===== src/rtl/smm_pkg.sv =====
package smm_pkg;

  localparam int MAX_SIZE      = 8;
  localparam int ELEMENT_WIDTH = 32;
  localparam int IN_WIDTH      = 32;
  localparam int ACC_WIDTH     = 64;
  localparam int SIZE_WIDTH    = 4;
  localparam int STORE_DEPTH   = MAX_SIZE * MAX_SIZE;
  localparam int ADDR_WIDTH    = (STORE_DEPTH > 1) ? $clog2(STORE_DEPTH) : 1;
  localparam int IDX_WIDTH     = (MAX_SIZE > 1) ? $clog2(MAX_SIZE) : 1;
  localparam int DIM_WIDTH     = $clog2(MAX_SIZE + 1);
  localparam int TOTAL_WIDTH   = $clog2(STORE_DEPTH + 1);
  localparam logic [SIZE_WIDTH-1:0] SIZE_RESET = SIZE_WIDTH'(8);

  typedef struct packed {
    logic                  wr_en;
    logic [ADDR_WIDTH-1:0] wr_addr;
    logic                  rd_en;
    logic [ADDR_WIDTH-1:0] a_rd_addr;
    logic [ADDR_WIDTH-1:0] b_rd_addr;
    logic                  first;
    logic                  last_k;
    logic                  last_elem;
  } smm_cmd_t;

  typedef struct packed {
    logic pipe_busy;
  } smm_status_t;

  function automatic logic [DIM_WIDTH-1:0] clamp_dim(input logic [SIZE_WIDTH-1:0] size);
    logic [DIM_WIDTH-1:0] dim;
    if (size == '0) begin
      dim = DIM_WIDTH'(1);
    end else if (size > SIZE_WIDTH'(MAX_SIZE)) begin
      dim = DIM_WIDTH'(MAX_SIZE);
    end else begin
      dim = DIM_WIDTH'(size);
    end
    return dim;
  endfunction

endpackage


===== src/rtl/smm_ctrl.sv =====
module smm_ctrl (
  input  logic                                 clk,
  input  logic                                 rst_n,
  input  logic                                 start,
  input  logic                                 cfg_valid,
  input  logic [smm_pkg::SIZE_WIDTH-1:0]       cfg_size_in_use,
  input  smm_pkg::smm_status_t                 status,
  output logic                                 busy,
  output logic                                 cfg_ready,
  output smm_pkg::smm_cmd_t                    cmd
);

  typedef enum logic [2:0] {
    ST_IDLE  = 3'b001,
    ST_RUN   = 3'b010,
    ST_DRAIN = 3'b100
  } smm_state_t;

  smm_state_t state_r, state_nxt;
  logic [smm_pkg::SIZE_WIDTH-1:0] size_r, size_nxt;
  logic [smm_pkg::ADDR_WIDTH-1:0] load_cnt_r, load_cnt_nxt;
  logic [smm_pkg::IDX_WIDTH-1:0]  k_r, k_nxt, c_r, c_nxt, r_r, r_nxt;
  logic [smm_pkg::ADDR_WIDTH-1:0] a_addr_r, a_addr_nxt, b_addr_r, b_addr_nxt;
  logic [smm_pkg::ADDR_WIDTH-1:0] row_base_r, row_base_nxt;
  logic [smm_pkg::DIM_WIDTH-1:0]  dim;
  logic [smm_pkg::IDX_WIDTH-1:0]  dim_last;
  logic [smm_pkg::ADDR_WIDTH-1:0] dim_addr;
  logic [smm_pkg::TOTAL_WIDTH-1:0] total;
  logic k_end, c_end, r_end;

  assign dim      = smm_pkg::clamp_dim(size_r);
  assign dim_last = smm_pkg::IDX_WIDTH'(dim - smm_pkg::DIM_WIDTH'(1));
  assign dim_addr = smm_pkg::ADDR_WIDTH'(dim);
  assign total    = smm_pkg::TOTAL_WIDTH'(dim) * smm_pkg::TOTAL_WIDTH'(dim);
  assign k_end    = (k_r == dim_last);
  assign c_end    = (c_r == dim_last);
  assign r_end    = (r_r == dim_last);

  assign busy      = (state_r != ST_IDLE);
  assign cfg_ready = (state_r == ST_IDLE) && !start;

  always_comb begin
    state_nxt    = state_r;
    size_nxt     = size_r;
    load_cnt_nxt = load_cnt_r;
    k_nxt        = k_r;
    c_nxt        = c_r;
    r_nxt        = r_r;
    a_addr_nxt   = a_addr_r;
    b_addr_nxt   = b_addr_r;
    row_base_nxt = row_base_r;
    cmd          = '0;

    if (cfg_valid && cfg_ready && (load_cnt_r == '0)) begin
      size_nxt = cfg_size_in_use;
    end

    unique case (state_r)
      ST_IDLE: begin
        if (start) begin
          cmd.wr_en   = 1'b1;
          cmd.wr_addr = load_cnt_r;
          if ((smm_pkg::TOTAL_WIDTH'(load_cnt_r) + smm_pkg::TOTAL_WIDTH'(1)) == total) begin
            load_cnt_nxt = '0;
            k_nxt        = '0;
            c_nxt        = '0;
            r_nxt        = '0;
            a_addr_nxt   = '0;
            b_addr_nxt   = '0;
            row_base_nxt = '0;
            state_nxt    = ST_RUN;
          end else begin
            load_cnt_nxt = load_cnt_r + smm_pkg::ADDR_WIDTH'(1);
          end
        end
      end
      ST_RUN: begin
        cmd.rd_en     = 1'b1;
        cmd.a_rd_addr = a_addr_r;
        cmd.b_rd_addr = b_addr_r;
        cmd.first     = (k_r == '0);
        cmd.last_k    = k_end;
        cmd.last_elem = k_end && c_end && r_end;
        if (!k_end) begin
          k_nxt      = k_r + smm_pkg::IDX_WIDTH'(1);
          a_addr_nxt = a_addr_r + smm_pkg::ADDR_WIDTH'(1);
          b_addr_nxt = b_addr_r + dim_addr;
        end else if (!c_end) begin
          k_nxt      = '0;
          c_nxt      = c_r + smm_pkg::IDX_WIDTH'(1);
          a_addr_nxt = row_base_r;
          b_addr_nxt = smm_pkg::ADDR_WIDTH'(c_r) + smm_pkg::ADDR_WIDTH'(1);
        end else if (!r_end) begin
          k_nxt        = '0;
          c_nxt        = '0;
          r_nxt        = r_r + smm_pkg::IDX_WIDTH'(1);
          row_base_nxt = row_base_r + dim_addr;
          a_addr_nxt   = row_base_r + dim_addr;
          b_addr_nxt   = '0;
        end else begin
          state_nxt = ST_DRAIN;
        end
      end
      ST_DRAIN: begin
        if (!status.pipe_busy) begin
          state_nxt = ST_IDLE;
        end
      end
      default: begin
        state_nxt = ST_IDLE;
      end
    endcase
  end

  always_ff @(posedge clk) begin
    if (!rst_n) begin
      state_r    <= ST_IDLE;
      size_r     <= smm_pkg::SIZE_RESET;
      load_cnt_r <= '0;
      k_r        <= '0;
      c_r        <= '0;
      r_r        <= '0;
      a_addr_r   <= '0;
      b_addr_r   <= '0;
      row_base_r <= '0;
    end else begin
      state_r    <= state_nxt;
      size_r     <= size_nxt;
      load_cnt_r <= load_cnt_nxt;
      k_r        <= k_nxt;
      c_r        <= c_nxt;
      r_r        <= r_nxt;
      a_addr_r   <= a_addr_nxt;
      b_addr_r   <= b_addr_nxt;
      row_base_r <= row_base_nxt;
    end
  end

endmodule


===== config.mk =====
export PLATFORM = sky130hd
export DESIGN_NAME = smm_ctrl
export DESIGN_NICKNAME = d
export VERILOG_FILES = /design/src/rtl/smm_pkg.sv /design/src/rtl/smm_ctrl.sv
export SDC_FILE = /design/constraint.sdc
export NUM_CORES = 1
export LEC_CHECK = 0
export BUFFER_PORTS_ARGS = -buffer_cell sky130_fd_sc_hd__clkbuf_2
export CAP_MARGIN = 10
export CORE_MARGIN = 2
export CORE_UTILIZATION = 40
export DETAILED_ROUTE_END_ITERATION = 6
export SYNTH_ARGS = -nofsm -noshare
export SYNTH_HDL_FRONTEND = slang
export SYNTH_SLANG_ARGS = --single-unit

===== constraint.sdc =====
create_clock -name clk -period 9.1 [get_ports clk]
set_input_delay 0.455 -clock clk [delete_from_list [all_inputs] [get_ports clk]]
set_output_delay 0.455 -clock clk [all_outputs]
set_load 0.005 [all_outputs]

==> impl_metrics.ini, run 1 <==
[status]
status = completed

[cts]
cts_sinks = 40
post_cts_resized = 0
htreeDepth = 2
cts_made_buffers = 5
clk_pin_slew_ps = 70
clk_path_buf_depth = 2
cts_tree = built
insertion_delay_ps = 310
cts_root_buffer = clkbuf_8
postCtsHoldBufs = 0
postCtsSetupRepairBufs = 0

[synth]
syn_avg_cell_area_sq_um = 8.259
seq_area_frac_synth = 0.2613
syn_area_sq_mm = 0.003064
synth.area.top_cells = dfxtp_1 (26%), ha_1 (8.6%), nand2_1 (6.4%)
syn_inst = 371
ys_warn_count = 0
yosys.cell_types.count = 62
synth_top_cell_by_area = dfxtp_1
ys_async_sr_fraction = 0
ys_ff_latch = 40
synth.top_cell.area_share = 0.2613
synthFlopType = dfxtp_1
synth_edf_count = 0

[setup_path]
arrival_ps = 4100
cp_max_fo = 16
worst_r2r_path_depth = 11
cp_slowest_cell = a21boi_4
critPathBufInv = 1
path_class = reg -> reg
start_kind = flop
worstSetupEndpointType = flop
cp.depth = 11
worstPathCellList = nor2b_1 -> and3_1 -> inv_1 -> fa_1 -> nor2b_1 -> o21ai_0 -> and3_1 -> nor4_1 -> o211ai_2 -> a21boi_4 -> a311oi_1
path_delay_family = simple AND/OR/NAND/NOR gates
slowest_delay_ps = 610
required_ps = 9250

[placed_design]
port_buffers = 33
post-place-ws_ps = 5121
dp.cells = 485
gp_congestion = 0.8294
hpwl_um = 5257

[floorplanning]
core_sq_mm = 0.007331
num_rows = 31
die_x_um = 91.53
io_pins = 34
die-area_sq_mm = 0.008377
start_util = 0.4180
die_h_um = 91.53

[grt]
grt_pass1_wl_um = 12070
gr-total-overflow = 0
grt_max_degree = 36
antenna_found_initial = 0
grt_pass1_vias = 2506
track_usage = 0.1786

[timing]
slew-limit-headroom = 0.5346
fin_skew_ps = 15.53
worst_slack_ps = 5145
slew_violations = 0
finalCriticalPeriod_ps = 3955
setup_violations = 0
holdWs_ps = 386.4
worstMarginPinSlew_ps = 696.7
hold_viol_final = 0
fin_crit_sh = 0.4346
max_freq_ghz = 0.2529
grt_setup_unrepaired = no
fin_setup_tns_ps = 0

[cells_and_area]
fill_cells = 714
final_common_cell = nand2_1
mostFrequentLayoutCells = nand2_1 (52), dfxtp_1 (40), clkbuf_2 (33), nor2_1 (21), ha_1 (21)
area_growth_pct = 10.04
layoutNonFillerInstCount = 493
diodes = 0
nNetsFinal = 426
drive_above_1_share = 0.1447

[power]
leakagePower_uw = 0.001474
powerDensity_mw_per_mm2 = 120.3
ir_drop_uv = 66.01

[detailed_routing]
first_pass_iters = 4
drtIter0Drc = 121
vias_per_cell = 5.331
wire_per_inst_um = 14.74
via_count = 2628
drcViolationCount = 0
drt_wl_total_um = 7268
ant_nets = 0

[job]
maxCapViolCount = 0

[min_path]
hp-class = in -> reg
hold_depth = 3
-- report_power, final --
part | switching, uW | internal [uW] | total, uW
logic | 46.4 | 28.4 | 74.7
clock network | 65.2 | 81.5 | 147
registers | 5.18 | 179 | 184
total | 117 | 289 | 406
-- cell families after synthesis --
| family | synth area share |
|---|---|
| mux | 0.05227 |
| fa+ha+maj | 0.1053 |
| buf+inv | 0.05471 |
| compound gates | 0.1960 |
| flops | 0.2613 |
| xor+xnor | 0.08983 |
| simple gates | 0.2393 |
| other cells | 0.001224 |
-- Yosys cell counts, types with 2 or more instances --
cell type	instances
xnor2_1	9
buf_6	2
nor3_2	3
dfxtp_1	40
mux2i_1	16
a21oi_1	14
nand3_1	13
buf_2	4
and3_1	7
o21ai_2	2
o32ai_1	4
nand3b_1	3
a21o_1	6
inv_1	17
a221oi_1	3
nand2_1	52
nand2b_1	3
and2_1	18
fa_1	3
ha_1	21
o21ai_0	19
o211ai_1	4
a31oi_1	6
nor4_1	2
xor2_1	10
nor2_1	21
or3_1	4
xnor3_1	2
nor3_1	7
xor3_1	2
nor2b_1	9
clkbuf_1	11
a31oi_4	2
o22ai_1	4
-- area by class of cell --
class	count	area [sq um]	share of cell area
Inverter	18	67.56	0.02004
Timing Repair Buffer	34	172.7	0.05121
Sequential cell	40	800.8	0.2375
Clock inverter	2	35.03	0.01039
Multi-Input combinational cell	294	2100	0.6226
Clock buffer	6	72.57	0.02152
Tap cell	99	123.9	0.03673
-- layer usage --
metal	vias up	GRT usage	wire length, um	part of all wire
met5	-	0	0	0
li1	1342	-	-	-
met1	1225	0.2408	3625	0.50
met3	10	0.02822	218	0.030
met4	0	0.05808	101	0.014
met2	51	0.2904	3323	0.46
-- registers in the layout, summed over array words and instances (netlist names) --
name / cells
load_cnt_r: 6
r_r: 3
b_addr_r: 6
state_r: 3
size_r: 4
row_base_r: 6
a_addr_r: 6
k_r: 3
c_r: 3
-- worst reg2reg max path, delay by kind of cell, from the launching register on --
| family | cells | cell delay (ps) |
|---|---|---|
| compound gates | 4 | 1140 |
| fa+ha+maj | 1 | 460 |
| buf+inv | 1 | 70 |
| simple gates | 5 | 1720 |
| flops | 1 | 420 |
-- final timing paths --
kind / from / to / slack, ps
worst max-delay path: size_r[3] / k_r[2] / 5150
worst min-delay path: cfg_size_in_use[3] / size_r[3] / 390
worst max register to register: size_r[3] / k_r[2] / 5150
worst min register to register: r_r[2] / r_r[2] / 480
-- stage by stage --
stage	cell area [sq um]	utilization	total power, uW
finish	3372	0.4600	405.5
global route	3372	0.4600	425.3
CTS	3372	0.4600	410.0
detailed placement	3264	0.4453	263.1
global placement	3264	0.4453	262.9
floorplan	3068	-	246.6
Note: power is estimated with default switching activity, not from simulation.
==> run 2, diff against run 1 <==
--- a/config.mk
+++ b/config.mk
@@ -5,6 +5,7 @@
 export SDC_FILE = /design/constraint.sdc
 export NUM_CORES = 1
 export LEC_CHECK = 0
+export ABC_AREA = 1
 export BUFFER_PORTS_ARGS = -buffer_cell sky130_fd_sc_hd__clkbuf_2
 export CAP_MARGIN = 10
 export CORE_MARGIN = 2
==> constraint.sdc (replaced) <==
create_clock -name clk -period 3.45 [get_ports clk]
set_input_delay 0.1725 -clock clk [delete_from_list [all_inputs] [get_ports clk]]
set_output_delay 0.1725 -clock clk [all_outputs]
set_load 0.005 [all_outputs]
==> run 2 against run 1 <==
Die area increased by 6.0%. Cell count increased by 35%. Critical path depth increased by 7. Worst hold slack got worse by 240 ps. Sequential power increased to 2.6 times the previous value. Largest cell class unchanged. Fmax increased by 30%. Critical path type unchanged. Via count increased by 22%.
==> impl_metrics.ini, run 2 <==
[floorplanning]
die_x_um = 94.22
io_pins = 34
core_sq_mm = 0.007807
die-area_sq_mm = 0.008876
num_rows = 32
start_util = 0.4170
die_h_um = 94.22

[detailed_routing]
drtIter0Drc = 113
ant_nets = 0
first_pass_iters = 4
drt_wl_total_um = 7993
wire_per_inst_um = 12.02
via_count = 3214
drcViolationCount = 0
vias_per_cell = 4.833

[cts]
post_cts_resized = 0
insertion_delay_ps = 300
postCtsHoldBufs = 0
htreeDepth = 2
clk_pin_slew_ps = 70
cts_sinks = 40
cts_tree = built
cts_root_buffer = clkbuf_8
postCtsSetupRepairBufs = 0
cts_made_buffers = 5
clk_path_buf_depth = 2

[timing]
grt_setup_unrepaired = no
fin_setup_tns_ps = 0
slew-limit-headroom = 0.3793
max_freq_ghz = 0.3279
worstMarginPinSlew_ps = 930.1
worst_slack_ps = 400.6
finalCriticalPeriod_ps = 3049
hold_viol_final = 0
fin_crit_sh = 0.8839
setup_violations = 0
fin_skew_ps = 15.15
slew_violations = 0

[setup_path]
path_delay_family = simple AND/OR/NAND/NOR gates
worstPathCellList = o21ai_4 -> nand2_4 -> inv_1 -> ha_1 -> inv_1 -> fa_1 -> xnor2_1 -> nand3_1 -> nand2_1 -> nand2_1 -> nor2_1 -> nand2_1 -> nand2_4 -> nand2_4 -> nor2_4 -> nand2_1 -> nand2_1 -> nor2_2
critPathBufInv = 2
path_class = reg -> reg
start_kind = flop
arrival_ps = 3240
cp_max_fo = 15
worst_path_most_repeated_cell = nand2_1
cp_slowest_cell = fa_1
slowest_delay_ps = 400
required_ps = 3640
worstSetupEndpointType = flop

[grt]
grt_pass1_wl_um = 14040
track_usage = 0.1972
gr-total-overflow = 0
antenna_found_initial = 0
grt_max_degree = 24
grt_pass1_vias = 3011

[power]
powerDensity_mw_per_mm2 = 284.1
leakagePower_uw = 0.001753
ir_drop_uv = 142.8

[synth]
ys_ff_latch = 40
synth_edf_count = 0
ys_warn_count = 0
synth.top_cell.area_share = 0.2460
yosys.cell_types.count = 33
syn_inst = 529
syn_area_sq_mm = 0.003256
syn_avg_cell_area_sq_um = 6.154
ys_async_sr_fraction = 0
seq_area_frac_synth = 0.2460
synth_top_cell_by_area = dfxtp_1
synthFlopType = dfxtp_1
synth_commonest_cells = nand2_1 (162), inv_1 (69), nor2_1 (66), nand3_1 (46), dfxtp_1 (40)
yosysMostFrequentCell = nand2_1
synth.area.top_cells = dfxtp_1 (25%), nand2_1 (19%), ha_1 (8.1%)

[cells_and_area]
mostFrequentLayoutCells = nand2_1 (162), inv_1 (69), nor2_1 (66), nand3_1 (46), dfxtp_1 (40)
area_growth_pct = 12.03
drive_above_1_share = 0.1421
diodes = 0
nNetsFinal = 595
final_common_cell = nand2_1

[job]
maxCapViolCount = 0

[status]
status = completed

[placed_design]
gp_congestion = 0.8865
post-place-ws_ps = 376.1
port_buffers = 33
hpwl_um = 6087

[min_path]
hp-class = in -> reg
[run 2: cell count changes in the layout (fill, tap and decap cells not counted), sizes merged, moves of 16 or more]
cell and delta:
nand2 +117, mux2i -16, nand3 +35, inv +53
nor2 +64, a21oi +18, and2 -18
[run 2: worst reg2reg max path, delay by kind of cell, from the launching register on]
kind | cells | cell delay (ps)
and+or+nand+nor | 12 | 1340
adders and majority gates | 2 | 610
DFF | 1 | 380
AOI/OAI and AO/OA | 1 | 220
xor gates and xnor gates | 1 | 220
buffers and inverters | 2 | 190
[run 2: logic make-up (layout without fill, tap and decap cells)]
family	Yosys count	after routing	synth area share
AOI/OAI and AO/OA	51	51	0.08494
other	1	2	0.001152
xor gates and xnor gates	17	17	0.04573
and+or+nand+nor	313	313	0.4235
adders and majority gates	24	24	0.09915
DFF	40	40	0.2460
buffers and inverters	83	116	0.09954
[run 2: final cells by class]
cell class	instances	area [sq um]
tap	102	127.6
timing repair buffer	36	187.7
multi-input combinational	407	2135
clock inverter	1	30.03
inverter	72	270.3
sequential	40	800.8
clock buffer	7	96.34
fill	856	4160
[run 2: worst paths after layout]
| kind | start | endpoint | slack [ps] | depth (start not counted) |
|---|---|---|---|---|
| setup / recovery | size_r[2] | row_base_r[2] | 400 | 18 |
| setup reg to reg | size_r[2] | row_base_r[2] | 400 | 18 |
| hold / removal | cfg_size_in_use[3] | size_r[3] | 150 | 3 |
| hold reg to reg | a_addr_r[5] | a_addr_r[5] | 470 | 2 |
[run 2: report_power, final]
| group | internal, uW | switching, uW |
|---|---|---|
| clock | 256 | 178 |
| sequential | 469 | 11.9 |
| combinational | 41.6 | 80.0 |
[run 2: metal layers]
metal | GRT usage | wire length (um) | vias up
li1 | - | - | 1716
met1 | 0.2723 | 3973 | 1440
met2 | 0.3256 | 3644 | 49
met3 | 0.02809 | 289 | 9
met4 | 0.04348 | 86 | 0
met5 | 0 | 0 | -
[run 2: per-stage QoR]
stage / cells / area [sq um] / total power (uW) / utilization / hold slack (ps)
final: 665 / 3647 / 1036 / 0.4671 / 149.4
after detailed placement: 657 / 3521 / 614.4 / 0.4510 / 440.2
after global routing: 665 / 3647 / 1085 / 0.4671 / 153.2
after global placement: 657 / 3521 / 612.9 / 0.4510 / 449.6
after CTS: 665 / 3647 / 1048 / 0.4671 / 140.2
after floorplan: 530 / 3259 / 581.0 / - / 302.9
==> run 3, diff against run 2 <==
==> constraint.sdc (replaced) <==
create_clock -name clk -period 3.8 [get_ports clk]
set_input_delay 0.19 -clock clk [delete_from_list [all_inputs] [get_ports clk]]
set_output_delay 0.19 -clock clk [all_outputs]
set_load 0.005 [all_outputs]
==> run 3 against run 2 <==
Register-to-register slack improved by 340 ps. Routed wire length increased by 2.8%. Critical path depth unchanged. Highest routed layer unchanged. Final area shrank 1.1%.
==> impl_metrics.ini, run 3 (synthesis results as in run 2) <==
[status]
status = completed

[cells_and_area]
mostFrequentLayoutCells = nand2_1 (162), inv_1 (69), nor2_1 (66), nand3_1 (46), dfxtp_1 (40)
layoutNonFillerInstCount = 664
fill_cells = 858
register_area_sq_um = 800.8
area_growth_pct = 10.80
utilization = 0.4620
multi_input_area_sq_mm = 0.002135
drive_above_1_share = 0.1388
diodes = 0
final_common_cell = nand2_1
nNetsFinal = 594

[timing]
fin_skew_ps = 11.45
grt_setup_unrepaired = no
setup_violations = 0
finalCriticalPeriod_ps = 3055
slew_violations = 0
hold_viol_final = 0
fin_crit_sh = 0.8041
worstMarginPinSlew_ps = 860.6
max_freq_ghz = 0.3273
slew-limit-headroom = 0.4256
fin_setup_tns_ps = 0

[detailed_routing]
vias_per_cell = 4.890
wire_per_inst_um = 12.38
ant_nets = 0
drcViolationCount = 0
drtIter0Drc = 155
drt_wl_total_um = 8219
via_count = 3247
first_pass_iters = 4

[floorplanning]
die_h_um = 94.22
start_util = 0.4170
num_rows = 32
die_x_um = 94.22
io_pins = 34
core_sq_mm = 0.007807
die-area_sq_mm = 0.008876

[power]
ir_drop_uv = 119.0
leakagePower_uw = 0.001728
powerDensity_mw_per_mm2 = 238.0

[placed_design]
dp.cells = 656
gp_congestion = 0.8487
port_buffers = 33
hpwl_um = 6249

[cts]
post_cts_resized = 0
clk_pin_slew_ps = 90
insertion_delay_ps = 300
postCtsSetupRepairBufs = 0
cts_sinks = 40
postCtsHoldBufs = 0
cts_made_buffers = 5
clk_path_buf_depth = 2
htreeDepth = 2
cts_root_buffer = clkbuf_8
cts_tree = built

[setup_path]
required_ps = 3990
start_kind = flop
worstSetupEndpointType = flop
cp_max_fo = 15
path_class = reg -> reg
arrival_ps = 3250
worst_r2r_path_depth = 18

[min_path]
hold_depth = 3
hp-class = in -> reg

[grt]
gr-total-overflow = 0
grt_pass1_wl_um = 13600
grt_pass1_vias = 2957
track_usage = 0.1927
antenna_found_initial = 0
grt_max_degree = 24

[job]
maxCapViolCount = 0
[run 3: changes by cell type in the layout (fill, tap and decap cells not counted), sizes merged]
| cell | change |
|---|---|
| bufinv | -1 |
| buf | -1 |
| clkinvlp | +1 |
[run 3: report_power, final]
group	switching, uW	leakage, uW	internal, uW
combinational	73.9	0.00136	38.0
clock	162	0.0000445	148
sequential	10.6	0.000323	426
[run 3: worst paths after layout]
| check | from | to | slack [ps] |
|---|---|---|---|
| hold reg to reg | a_addr_r[5] | a_addr_r[5] | 470 |
| setup reg to reg | size_r[1] | row_base_r[2] | 740 |
| hold / removal | cfg_size_in_use[3] | size_r[3] | 110 |
| setup / recovery | size_r[1] | row_base_r[2] | 740 |
[run 3: worst max-delay path, stage by stage (launching register included)]
cell	delay [ps]
dfxtp_1	410
inv_1	70
nor2_1	190
buf_4	200
ha_1	200
inv_1	70
fa_1	400
xnor2_1	220
nand3_1	90
nand2_1	70
nand2_1	50
nor2_1	100
nand2_1	100
nand2_4	110
nand2_4	80
nor2_4	360
nand2_1	90
nand2_1	90
nor2_2	40
[run 3: stage by stage]
step	total power, uW	hold WS (ps)	instance area (sq um)	setup WS (ps)
floorplan	527.5	320.4	3259	986.1
global placement	556.7	424.9	3513	784.7
detailed placement	557.6	428.3	3513	734.6
CTS	868.3	113.0	3607	727.1
global route	900.2	141.7	3607	386.1
finish	858.7	114.3	3607	744.5
[run 3: layout make-up]
cell class | count | area share
clock inverter | 1 | 0.002081
tap | 102 | 0.03538
multi-input combinational | 407 | 0.5917
sequential | 40 | 0.2220
clock buffer | 7 | 0.02393
timing repair buffer | 35 | 0.04995
inverter | 72 | 0.07492
[run 3: metal layers]
metal | global-route usage | part of all wire
met1 | 0.2498 | 0.49
met2 | 0.3280 | 0.46
met3 | 0.03050 | 0.034
met4 | 0.05797 | 0.020
met5 | 0 | 0
